--- src/assert_macros.svh ---
// Assertion helpers shared by the RTL.
`ifndef ASSERT_MACROS_SVH
`define ASSERT_MACROS_SVH

// Same-cycle implication.
`define ASSERT_IMPL(label, clk, rst, ante, cons) \
   label: assert property (@(posedge clk) disable iff (rst) (ante) |-> (cons)) \
      else $error("assertion failed: same-cycle implication");

// Next-cycle implication.
`define ASSERT_NEXT(label, clk, rst, ante, cons) \
   label: assert property (@(posedge clk) disable iff (rst) (ante) |=> (cons)) \
      else $error("assertion failed: next-cycle implication");

`endif

--- src/wed_pkg.sv ---
`default_nettype none
package wed_pkg;

   localparam int MAX_LEN = 1024;
   localparam int LEN_W   = $clog2(MAX_LEN + 1);
   localparam int ROW_AW  = LEN_W;
   localparam int REF_AW  = (MAX_LEN > 1) ? $clog2(MAX_LEN) : 1;
   localparam int COST_W  = 4;
   localparam int DIST_W  = 16;
   localparam int SYM_W   = 2;
   localparam int TBL_W   = 64;
   localparam int PROD_W  = LEN_W + COST_W;

   localparam int Q_DEPTH = 2;
   localparam int Q_AW    = (Q_DEPTH > 1) ? $clog2(Q_DEPTH) : 1;
   localparam int Q_CW    = $clog2(Q_DEPTH + 1);

   localparam logic [DIST_W-1:0] SAT_MAX = '1;

   localparam logic [COST_W-1:0] INSERT_COST_RST = 4'd1;
   localparam logic [COST_W-1:0] DELETE_COST_RST = 4'd1;
   localparam logic [TBL_W-1:0]  SUB_TABLE_RST   = 64'h0111_1011_1101_1110;

   // command codes on the request channel
   localparam logic [1:0] CMD_APPEND = 2'd0;
   localparam logic [1:0] CMD_QUERY  = 2'd1;
   localparam logic [1:0] CMD_END    = 2'd2;
   localparam logic [1:0] CMD_CLEAR  = 2'd3;

   // register indexes on the csr channel
   localparam logic [1:0] CSR_INSERT_COST = 2'd0;
   localparam logic [1:0] CSR_DELETE_COST = 2'd1;
   localparam logic [1:0] CSR_SUB_TABLE   = 2'd2;

   typedef struct packed {
      logic [1:0]       command;
      logic [SYM_W-1:0] symbol;
   } req_type;

   typedef struct packed {
      logic [DIST_W-1:0] distance;
      logic              overflow;
   } rsp_type;

   typedef struct packed {
      logic [COST_W-1:0] insert_cost;
      logic [COST_W-1:0] delete_cost;
      logic [TBL_W-1:0]  sub_table;
   } cfg_type;

   typedef enum logic [1:0] {
      OP_APPEND,
      OP_QUERY,
      OP_END,
      OP_CLEAR
   } op_type;

   typedef struct packed {
      op_type           op;
      logic [SYM_W-1:0] symbol;
   } work_type;

   typedef enum logic [1:0] {
      ST_IDLE,
      ST_QROW0,
      ST_QRUN,
      ST_END
   } state_type;

   // saturating add; MSB of the result flags saturation
   function automatic logic [DIST_W:0] sat_add(input logic [DIST_W-1:0] a,
                                               input logic [COST_W-1:0] b);
      logic [DIST_W:0] s;
      s = {1'b0, a} + (DIST_W + 1)'(b);
      if (s[DIST_W]) begin
         return {1'b1, SAT_MAX};
      end
      return s;
   endfunction

endpackage
`default_nettype wire

--- src/wed_front.sv ---
`default_nettype none
module wed_front (
   input  wire logic              clock,
   input  wire logic              reset,
   input  wire logic              req_valid,
   output logic                   req_ready,
   input  wire wed_pkg::req_type  req_data,
   output logic                   q_valid,
   output wed_pkg::work_type      q_item,
   input  wire logic              q_pop
);
   import wed_pkg::*;

   work_type         slot_ff [Q_DEPTH];
   logic [Q_AW-1:0]  wptr_ff, wptr_in;
   logic [Q_AW-1:0]  rptr_ff, rptr_in;
   logic [Q_CW-1:0]  count_ff, count_in;
   work_type         item;
   logic             push;

   // decode the command into a work op
   always_comb begin
      item.symbol = req_data.symbol;
      unique case (req_data.command)
         CMD_APPEND: item.op = OP_APPEND;
         CMD_QUERY:  item.op = OP_QUERY;
         CMD_END:    item.op = OP_END;
         CMD_CLEAR:  item.op = OP_CLEAR;
         default:    item.op = OP_CLEAR;
      endcase
   end

   assign req_ready = (count_ff != Q_CW'(Q_DEPTH));
   assign push      = req_valid && req_ready;
   assign q_valid   = (count_ff != '0);
   assign q_item    = slot_ff[rptr_ff];

   always_comb begin
      wptr_in  = wptr_ff;
      rptr_in  = rptr_ff;
      count_in = count_ff;
      if (push) begin
         wptr_in = (wptr_ff == Q_AW'(Q_DEPTH - 1)) ? '0 : Q_AW'(wptr_ff + 1'b1);
      end
      if (q_pop) begin
         rptr_in = (rptr_ff == Q_AW'(Q_DEPTH - 1)) ? '0 : Q_AW'(rptr_ff + 1'b1);
      end
      priority if (push && !q_pop) begin
         count_in = Q_CW'(count_ff + 1'b1);
      end else if (q_pop && !push) begin
         count_in = Q_CW'(count_ff - 1'b1);
      end
   end

   always_ff @(posedge clock) begin
      if (reset) begin
         wptr_ff  <= '0;
         rptr_ff  <= '0;
         count_ff <= '0;
      end else begin
         wptr_ff  <= wptr_in;
         rptr_ff  <= rptr_in;
         count_ff <= count_in;
      end
   end

   always_ff @(posedge clock) begin
      if (push) begin
         slot_ff[wptr_ff] <= item;
      end
   end

endmodule
`default_nettype wire

--- config.mk ---
export PLATFORM = sky130hd
export DESIGN_NAME = wed_front
export DESIGN_NICKNAME = d
export VERILOG_FILES = /design/src/assert_macros.svh /design/src/wed_pkg.sv /design/src/wed_front.sv
export SDC_FILE = /design/constraint.sdc
export NUM_CORES = 1
export LEC_CHECK = 0
export ABC_AREA = 0
export ABC_CLOCK_PERIOD_IN_PS = 2200
export BUFFER_PORTS_ARGS = -buffer_cell sky130_fd_sc_hd__buf_2
export CAP_MARGIN = 0
export CORE_AREA = 5 5 42 44
export CTS_CLUSTER_DIAMETER = 60
export DETAILED_ROUTE_END_ITERATION = 8
export DIE_AREA = 0 0 47 49
export GPL_TIMING_DRIVEN = 0
export MAX_ROUTING_LAYER = met4
export SYNTH_ARGS = -nofsm -noshare
export SYNTH_HDL_FRONTEND = slang
export SYNTH_SLANG_ARGS = --single-unit
--- constraint.sdc ---
create_clock -name clock -period 2.2 [get_ports clock]
set_input_delay 0.33 -clock clock [delete_from_list [all_inputs] [get_ports clock]]
set_output_delay 0.33 -clock clock [all_outputs]
set_load 0.05 [all_outputs]
Yosys cells after proc, flatten, opt, wreduce, memory -nomap -nowiden
Memory sizes are Yosys's and may differ from the RTL's. A register that Yosys moved wholly into a read port is not among the register bits.
Cells that the tools add are included.
Storage, ports and cells
  register bits: 4
  bits in writable memories: 8
  input bits: 8
  output and inout bits: 6
  word-level logic and storage cells: 29
  memories: 1
Cells by class
  add/sub/neg operators: 4
  equal/unequal tests: 4
  mux-type cells: 9
  reduce and logical (&&, ||, !) cells: 8
Memory list
  slot_ff: words 2, width 4, read ports 1, clocked after memory_dff 1, write ports 1, RTL line wed_front.sv:14  | work_type slot_ff [Q_DEPTH];
Operators with widths (count)
  $pmux 2 s4: 1
  $mux 1: 6
  $eq 2x2->1 const B: 2
  $mux 2: 2
  $reduce_bool 2->1: 2
  $logic_and 1x1->1: 3
  $add 1x1->1 const B: 2
  $add 2x1->2 const B: 1
  $eq 2x1->1 const B: 1
  $logic_not 1->1: 2
  $logic_not 2->1: 1
  $ne 2x2->1 const B: 1
  $sub 2x1->2 const B: 1

Logic depth before layout (Yosys ltp)
Gate-level depths: netlist of run 1.
  word-level depth: 6
  mapped depth: 6
  gate-level depth less buffers: 6

Worst setup path after synthesis of run 1
No wires, ideal clock.
  path kind: register -> register
  from: register count_ff[0]
  to: register count_ff[1]
  setup time: 70 ps
  arrival: 1831 ps
  data required time: 2130 ps
  path slack: 299 ps
  stages on the path, launching flop included: 6
  buffers on the path: 0
  period minus slack after synthesis: 1901 ps
  path through: dfxtp_1 > nand2b_1 > and2_1 > ha_1 > or3_1 > a21oi_1
Between the ends
  word-level cells in the longest chain between the ends: 5
  elaborated cells between the ends (all ways): 10
  classes of those cells: 2 x add/sub; 1 x eq/ne; 2 x mux; 5 x reduce/logical
Ends and longest elaborated chain
  start: declaration: RTL line wed_front.sv:17  | logic [Q_CW-1:0] count_ff, count_in;
  start signal: assignment: RTL line wed_front.sv:63  | count_ff <= count_in;
  $ne 2x2->1 *: RTL line wed_front.sv:33  | assign req_ready = (count_ff != Q_CW'(Q_DEPTH));
  via req_ready: RTL line wed_front.sv:6  | output logic req_ready,
  $logic_and 1x1->1 *: RTL line wed_front.sv:34  | assign push = req_valid && req_ready;
  $logic_not 1->1: RTL line wed_front.sv:50  | end else if (q_pop && !push) begin
  $logic_and 1x1->1: RTL line wed_front.sv:50
  $reduce_bool 2->1 (no line)
Mark *: on every way through the listed nets, which the timed path passes. The rest lies on a longest branch. The select of a mux whose other input is x is not followed.
A chain may end at the register's enable or synchronous reset.

Worst setup path after layout of run 1
  from: register count_ff[0]
  to: register count_ff[1]
Between the ends
  word-level cells in the longest chain between the ends: 5
  elaborated cells between the ends (all ways): 10
  classes of those cells: 2 x add/sub; 1 x eq/ne; 2 x mux; 5 x reduce/logical
Ends and longest elaborated chain
  branches (longest 5 deep; another with $sub 2x1->2)
Several ways; the timed one is not identified. The select of a mux whose other input is x is not followed.

==> flow_metrics.tcl, run 1 <==
set metrics [dict create \
    setup_violations 0 \
    die_x_um 47 \
    drv_cap 0 \
    grt_start_max_net_pins 8 \
    synth_seq_cells 13 \
    core_area_mm2 0.00140 \
    setup_ws_ns 0.590 \
    hold_viol 0 \
    clk_latency_ns 0.26 \
    drt_iter0_drc 3 \
    cts_hold_buf 0 \
    min_period_ns 1.61 \
    routed_via_density 4.57 \
    ctsHtreeMaxLevel 1 \
    grt_usage_pct 7.61 \
    totalNegativeSetupSlack_ns 0 \
    hold-path-cell-count 1 \
    synth_area_um2 514 \
    yosysTopAreaCell "edfxtp_1" \
    synth_nets 47 \
    min_path_type "in -> reg" \
    arrival_ns 1.81 \
    yosysSeqAreaShare_pct 66.2 \
    total_power_uw 627 \
    p_leak_uw 0.000257 \
    grt_pass1_vias 300 \
    fill_cells 157 \
    rows 14 \
    ir_worst_vdd_mv 0.404 \
    post_cts_buffers 0 \
    die_h_um 49 \
    drive_gt1_share_pct 34.0 \
    ys_types 18 \
    dp_slack_ns 0.609 \
    drt_pass1_iterations 2 \
    antenna_found_initial 0 \
    synth_area_leaders "edfxtp_1 (47%), dfxtp_1 (19%), mux2_2 (8.8%)" \
    ys_warn_count 0 \
    wirelength_um 719 \
    drc 0 \
    cp-start-kind "register" \
    cts_made_buffers 3 \
    wl_per_cell_um 10.4 \
    power_density_mw_per_mm2 1020 \
    clk_pin_slew_ns 0.07 \
    antenna_cells 0 \
    numClockSinks 13 \
    ctsResizeCount 0 \
    path_class "reg -> reg" \
    skew_ns 0.00113 \
    gp_congestion 0.623 \
    status "finished, final reports clean" \
    final_antenna_net_count 0 \
    synth_edf_count 8 \
    cts_tree "built" \
    clock-root-buffer "clkbuf_4" \
    avgSynthCellArea_um2 13.5 \
    overflow 0 \
    final_nets 63 \
    area_growth_pct 19.7 \
    netlist_top_cells_count "edfxtp_1 (8), dfxtp_1 (5), mux2_2 (4)" \
    start_util_pct 36.7 \
    port_buffers 11 \
    dpl.hpwl_um 576 \
    tightest_slew_ns 0.252 \
    drv_slew 0 \
    vias 315 \
    slew_headroom_pct 83.3 \
    crit_fanout 5 \
    synthCells 38 \
    cp-end-kind "register" \
    synth-main-ff-cell "edfxtp_1" \
    rsz0062_at_grt "false" \
    ioPinCount 14 \
    required_ns 2.40 \
    grt_pass1_wl_um 1230 \
    async_reset_ff_share_pct 0 \
    yosysMostFrequentCell "edfxtp_1" \
    fin_crit_sh_pct 73.2 \
    fmax_ghz 0.621 \
    cts_buffer_depth 2 \
    synth_top_cell_area_share_pct 46.7 \
    dieArea_mm2 0.00230 \
    rr_worst_depth 5 \
    utilization_pct 43.9 \
]
## stage by stage
step	cells	cell area [um^2]	hold slack, ns
floorplan	38	514	0.399
global placement	65	589	0.487
detailed placement	65	589	0.492
CTS	69	616	0.250
global route	69	616	0.250
finish	69	616	0.261
## power breakdown
part	internal (uW)	switching, uW	leakage, uW	total [uW]
registers	292	16.4	0.000116	308
clock network	70.0	63.9	0.0000150	134
logic	58.3	127	0.000125	185
## registers in the layout (all words and copies together) (netlist names), named ones only
| signal | flops |
|---|---|
| count_ff | 2 |
| rptr_ff | 1 |
| slot_ff | 8 |
| wptr_ff | 1 |
## critical path, cell delays in order (launching register included)
cell	delay, ns
dfxtp_1	0.34
nand2b_1	0.20
and2_1	0.18
ha_1	0.31
or3_1	0.37
a21oi_1	0.14
## worst paths after layout
path               startpoint            end  slack, ns
setup reg to reg  count_ff[0]    count_ff[1]       0.59
setup / recovery  count_ff[0]    count_ff[1]       0.59
hold reg to reg   count_ff[1]    count_ff[1]       0.51
hold / removal    req_data[1]  slot_ff[0][1]       0.26
## metal layers
metal / vias up / track usage [%] / part of all wire, %
met1: 143 / 9.61 / 45
met2: 8 / 10.6 / 49
met4: 0 / 2.76 / 0
met5: - / - / 0
li1: 164 / - / -
met3: 0 / 3.32 / 5.6
## cells in the final DEF (no fill, tap or decap)
| master | synthesis | layout |
|---|---|---|
| nor2_1 | 3 | 3 |
| mux2_2 | 4 | 4 |
| inv_1 | 2 | 2 |
| xor2_1 | 2 | 2 |
| and3_1 | 1 | 1 |
| xnor2_1 | 1 | 1 |
| o21ai_0 | 1 | 1 |
| dfxtp_1 | 5 | 5 |
| clkbuf_1 | 2 | 3 |
| a21bo_1 | 1 | 1 |
| nand2b_1 | 1 | 1 |
| clkbuf_4 | 0 | 3 |
| a21oi_1 | 2 | 2 |
| buf_2 | 0 | 11 |
| ha_1 | 1 | 1 |
| and2_1 | 1 | 1 |
| or3_1 | 1 | 1 |
| or2_1 | 1 | 1 |
| edfxtp_1 | 8 | 8 |
| nand3b_1 | 1 | 1 |
## kinds of logic (layout without fill, tap and decap cells)
kind of cell             count (synthesis)  count (layout)  synth area share [%]
buffers and inverters                    4              19                  2.92
AO/OA/AOI/OAI                            4               4                  4.87
adder cells (fa/ha/maj)                  1               1                  2.43
multiplexers                             4               4                  8.76
AND/OR/NAND/NOR                          9               9                  9.74
flip-flops                              13              13                  66.2
XOR/XNOR                                 3               3                  5.11
## layout make-up
class,count,area [um^2],share of cell area (%)
Sequential cell,13,340,55.3
Multi-Input combinational cell,21,159,25.8
Timing Repair Buffer,11,55.1,8.94
Clock buffer,4,26.3,4.27
Tap cell,16,20.0,3.25
Buffer,2,7.51,1.22
Inverter,2,7.51,1.22
Note: power is estimated with default switching activity, not from simulation.
==> run 2, diff against run 1 <==
ABC_AREA = 1   (was 0)
ABC_CLOCK_PERIOD_IN_PS = 1400   (was 2200)
PLACE_DENSITY = 0.67   (was not set)
clock period = 1.4 ns   (was 2.2 ns; I/O delays follow)
==> flow_metrics.tcl, run 2 <==
set metrics [dict create \
    hold_path.startpoint "reset" \
    arrival_ns 1.15 \
    r2r_start "count_ff[0]" \
    synth_edf_count 8 \
    async_reset_ff_share_pct 0 \
    path_delay_family "flip-flops" \
    yosysTopAreaCell "edfxtp_1" \
    die_x_um 47 \
    p_leak_uw 0.000297 \
    yosysSeqAreaShare_pct 62.4 \
    synth_top_cell_area_share_pct 44.0 \
    crit_fanout 4 \
    multi_input_area_um2 163 \
    final_antenna_net_count 0 \
    synthCells 49 \
    drt_pass1_iterations 4 \
    numClockSinks 13 \
    die_h_um 49 \
    antenna_cells 0 \
    finalInstanceArea_um2 681 \
    ys_warn_count 0 \
    ys_types 18 \
    max_stage_delay_ns 0.37 \
    skew_ns 0.00324 \
    largest_registers "slot_ff x8, count_ff x2" \
    rr_worst_depth 10 \
    final_nets 75 \
    reg2reg_slack_ns 0.15 \
    yosysMostFrequentCell "edfxtp_1" \
    final_cell_mix "edfxtp_1 (8), nor2_1 (7), buf_2 (7), inv_1 (6)" \
    synth_area_um2 546 \
    area_growth_pct 24.8 \
    slew_headroom_pct 75.6 \
    cts_hold_buf 0 \
    grt_pass1_vias 390 \
    critPathSlowestCell "dfxtp_4" \
    wirelength_um 874 \
    drt_iter0_drc 1 \
    cts_made_buffers 3 \
    dieArea_mm2 0.00230 \
    fin_crit_sh_pct 97.0 \
    drv_cap 0 \
    synth-main-ff-cell "edfxtp_1" \
    ctsHtreeMaxLevel 1 \
    hold_viol 0 \
    min_path_type "in -> reg" \
    gp_congestion 0.654 \
    clk_pin_slew_ns 0.07 \
    drc 0 \
    crit_path_cell_trace "mux2_2 > buf_4" \
    placed_cell_area_um2 621 \
    cp-end-kind "output port" \
    setup_violations 0 \
    rows 14 \
    start_util_pct 38.9 \
    critPathBufInv 1 \
    clock-root-buffer "clkbuf_4" \
    antenna_found_initial 0 \
    overflow 0 \
    register_area_um2 345 \
    grt_pass1_wl_um 1520 \
    ioPinCount 14 \
    vias 374 \
    regMostFlops "slot_ff" \
    netlist_top_cells_count "edfxtp_1 (8), inv_1 (7), nor2_1 (7)" \
    drv_slew 0 \
    grt_start_max_net_pins 8 \
    tightest_slew_ns 0.365 \
    hold-path-cell-count 2 \
    path_class "reg -> out" \
    wl_per_cell_um 10.8 \
    total_power_uw 971 \
    routed_via_density 4.62 \
    dpl.hpwl_um 719 \
    hold_slack_ns 0.122 \
    avgSynthCellArea_um2 11.1 \
    min_period_ns 1.36 \
    fill_cells 145 \
    clk_latency_ns 0.27 \
    r2r-end "count_ff[1]" \
    fmax_ghz 0.736 \
    ir_worst_vdd_mv 0.553 \
    totalNegativeSetupSlack_ns 0 \
    cp-start-kind "register" \
    synth_area_leaders "edfxtp_1 (44%), dfxtp_1 (18%), mux2_2 (8.3%)" \
    final_common_cell "edfxtp_1" \
    cts_tree "built" \
    synth_seq_cells 13 \
    synth_nets 58 \
    required_ns 1.19 \
    drive_gt1_share_pct 41.5 \
    port_buffers 11 \
    core_area_mm2 0.00140 \
    largest_reg_flops 8 \
    power_density_mw_per_mm2 1430 \
    cts_buffer_depth 2 \
    status "finished, final reports clean" \
    grt_usage_pct 9.66 \
    rsz0062_at_grt "false" \
]
-- run 2: cell types whose count changed in the layout (fill, tap and decap cells not counted), moves of 2 or more --
cell	before	now
buf_2	11	7
buf_4	0	2
buf_6	0	3
dfxtp_1	5	3
inv_1	2	6
inv_2	0	2
nand2_1	0	4
nand2_4	0	2
nor2_1	3	7
xor2_1	2	0
-- run 2: cell type report --
class	count	share of cell area (%)
sequential	13	50.7
multi-input combinational	25	23.9
timing repair buffer	12	12.3
inverter	9	5.15
clock buffer	4	3.86
tap	16	2.94
buffer	2	1.10
-- run 2: metal layers --
metal | up-vias | track usage, % | routed length (um)
li1 | 189 | - | -
met1 | 171 | 10.1 | 350
met2 | 10 | 15.8 | 450
met3 | 4 | 3.32 | 55
met4 | 0 | 4.15 | 18
met5 | - | - | 0
-- run 2: worst max-delay path by stage --
stage / startpoint / end / slack, ns / cells after the start
5_1_grt: register / q_item[3] / 0.004 / 2
2_1_floorplan: count_ff[0] / count_ff[1] / 0.09 / 10
4_1_cts: register / q_item[3] / 0.01 / 2
3_3_place_gp: count_ff[0] / count_ff[1] / 0.13 / 10
6_report: register / q_item[3] / 0.04 / 2
3_5_place_dp: count_ff[0] / count_ff[1] / 0.1 / 10
-- run 2: what timing repair did --
| action | in CTS | in global routing |
|---|---|---|
| resized for setup | 5 | 6 |
| buffers inserted | 0 | 1 |
| setup endpoints to repair | 4 | 5 |
| pin swaps | 0 | 1 |
-- run 2: through the flow --
stage	std cells	setup WS, ns	utilization, %
after floorplan	49	0.0862	-
after global placement	76	0.126	44.3
after detailed placement	76	0.0999	44.3
after CTS	80	0.0117	47.0
after global routing	81	0.00354	48.6
final	81	0.0418	48.6
-- run 2: kinds of logic after synthesis --
kind of cell / Yosys count / share of synthesized area (%)
buf+inv: 11 / 7.80
mux: 4 / 8.26
xor+xnor: 1 / 1.61
fa+ha+maj: 1 / 2.29
flops: 13 / 62.4
compound gates: 3 / 2.75
simple gates: 16 / 14.9
-- run 2: worst reg2reg max path, cell delays in order (launching register included) --
cell and delay, ns:
dfxtp_2 0.34, inv_2 0.08, nand2_4 0.06, nand2_4 0.07
clkinv_2 0.05, ha_1 0.28, inv_2 0.07, nand3_1 0.08
nand2_1 0.06, inv_1 0.03, nor2_1 0.07
-- run 2: where the power goes --
part / internal, uW / leakage, uW / switching, uW
clock network: 110 / 0.0000150 / 111
registers: 449 / 0.000117 / 23.9
logic: 94.9 / 0.000165 / 182
total: 655 / 0.000297 / 316
==> run 3, diff against run 2 <==
CAP_MARGIN = not set   (was 0)
MAX_ROUTING_LAYER = not set   (was met4)
==> flow_metrics.tcl, run 3 (synthesized netlist as in run 2, its figures left out) <==
set metrics [dict create \
    routed_via_density 4.57 \
    internal_power_uw 655 \
    rsz0062_at_grt "false" \
    min_path_type "in -> reg" \
    seqPwrFrac_pct 48.7 \
    clock-root-buffer "clkbuf_4" \
    numClockSinks 13 \
    path_delay_family "flip-flops" \
    cp-end-kind "output port" \
    wl_per_cell_um 10.7 \
    grt_start_max_net_pins 8 \
    grt_pass1_vias 391 \
    cts_buffer_depth 2 \
    status "finished, final reports clean" \
    clk_pin_slew_ns 0.07 \
    ir_worst_vdd_mv 0.552 \
    grt_usage_pct 9.42 \
    cts_made_buffers 3 \
    drt_pass1_iterations 3 \
    final_nets 75 \
    path_class "reg -> out" \
    p_leak_uw 0.000297 \
    final_cell_mix "edfxtp_1 (8), nor2_1 (7), buf_2 (7), inv_1 (6)" \
    hold_viol 0 \
    area_growth_pct 24.8 \
    die_x_um 47 \
    grt_pass1_wl_um 1520 \
    totalNegativeSetupSlack_ns 0 \
    fin_crit_sh_pct 97.0 \
    drt_iter0_drc 1 \
    antenna_cells 0 \
    ioPinCount 14 \
    critPathSlowestCell "dfxtp_4" \
    overflow 0 \
    cp-start-kind "register" \
    dieArea_mm2 0.00230 \
    largest_registers "slot_ff x8, count_ff x2" \
    p_clk_share_pct 22.8 \
    ctsHtreeMaxLevel 1 \
    start_util_pct 38.9 \
    die_h_um 49 \
    slew_headroom_pct 76.3 \
    gp_congestion 0.648 \
    fill_cells 145 \
    cts_tree "built" \
    regMostFlops "slot_ff" \
    arrival_ns 1.15 \
    cts_hold_buf 0 \
    core_area_mm2 0.00140 \
    total_power_uw 971 \
    fmax_ghz 0.736 \
    multi_input_area_um2 163 \
    switching_share_pct 32.6 \
    largest_reg_flops 8 \
    reg2reg_slack_ns 0.15 \
    netSwitchingPower_uw 316 \
    power_density_mw_per_mm2 1430 \
    tightest_slew_ns 0.354 \
    critPathBufInv 1 \
    rows 14 \
    skew_ns 0.00325 \
    port_buffers 11 \
    final_common_cell "edfxtp_1" \
    drv_cap 0 \
    max_stage_delay_ns 0.37 \
    wirelength_um 870 \
    crit_path_cell_trace "mux2_2 > buf_4" \
    drv_slew 0 \
    clk_latency_ns 0.27 \
    drc 0 \
    antenna_found_initial 0 \
    crit_fanout 4 \
    required_ns 1.19 \
    power.combinational.fraction_pct 28.5 \
    dpl.hpwl_um 719 \
    drive_gt1_share_pct 41.5 \
    final_antenna_net_count 0 \
    setup_violations 0 \
    min_period_ns 1.36 \
    register_area_um2 345 \
    vias 370 \
]
-- run 3: worst paths after layout --
check / startpoint / to / cells past startpoint
min reg2reg: count_ff[0] / count_ff[0] / 1
min: reset / register / 2
max reg2reg: count_ff[0] / count_ff[1] / 10
max: register / q_item[3] / 2
-- run 3: worst reg2reg max path: cells and delay by family (launching register included) --
family / cells / cell delay, ns
flip-flops: 1 / 0.34
AND/OR/NAND/NOR: 5 / 0.34
buffers and inverters: 4 / 0.23
adder cells (fa/ha/maj): 1 / 0.28
-- run 3: layout make-up --
cell class / instances / share of cell area (%)
Buffer: 2 / 1.10
Tap cell: 16 / 2.94
Sequential cell: 13 / 50.7
Clock buffer: 4 / 3.86
Inverter: 9 / 5.15
Multi-Input combinational cell: 25 / 23.9
Timing Repair Buffer: 12 / 12.3
-- run 3: timing repair --
item	in CTS	in global routing
buffers inserted	0	1
gates resized for setup	5	6
pin swaps	0	1
endpoints found under the setup margin	4	5
hold endpoints to repair	0	0
-- run 3: power by group through the flow --
stage	Clock [uW]	Combinational [uW]	Sequential, uW
after detailed placement	0	252	482
after global routing	249	303	478
after CTS	227	263	474
final	221	277	473
after global placement	0	247	478
after floorplan	0	203	475
-- run 3: stage by stage --
stage	setup slack, ns	hold slack [ns]	util, %	cell area (um^2)	instances
3_3_place_gp	0.126	0.402	44.3	621	76
3_5_place_dp	0.0999	0.403	44.3	621	76
4_1_cts	0.0117	0.118	47.0	658	80
5_1_grt	0.00354	0.115	48.6	681	81
6_report	0.0416	0.122	48.6	681	81
2_1_floorplan	0.0862	0.282	-	546	49
-- run 3: per-layer routing --
layer	vias to the layer above	track usage [%]	part of all wire (%)
li1	189	-	-
met1	169	9.61	38
met2	10	15.8	52
met3	2	4.06	7.9
met4	0	4.15	1.5
met5	-	0	0
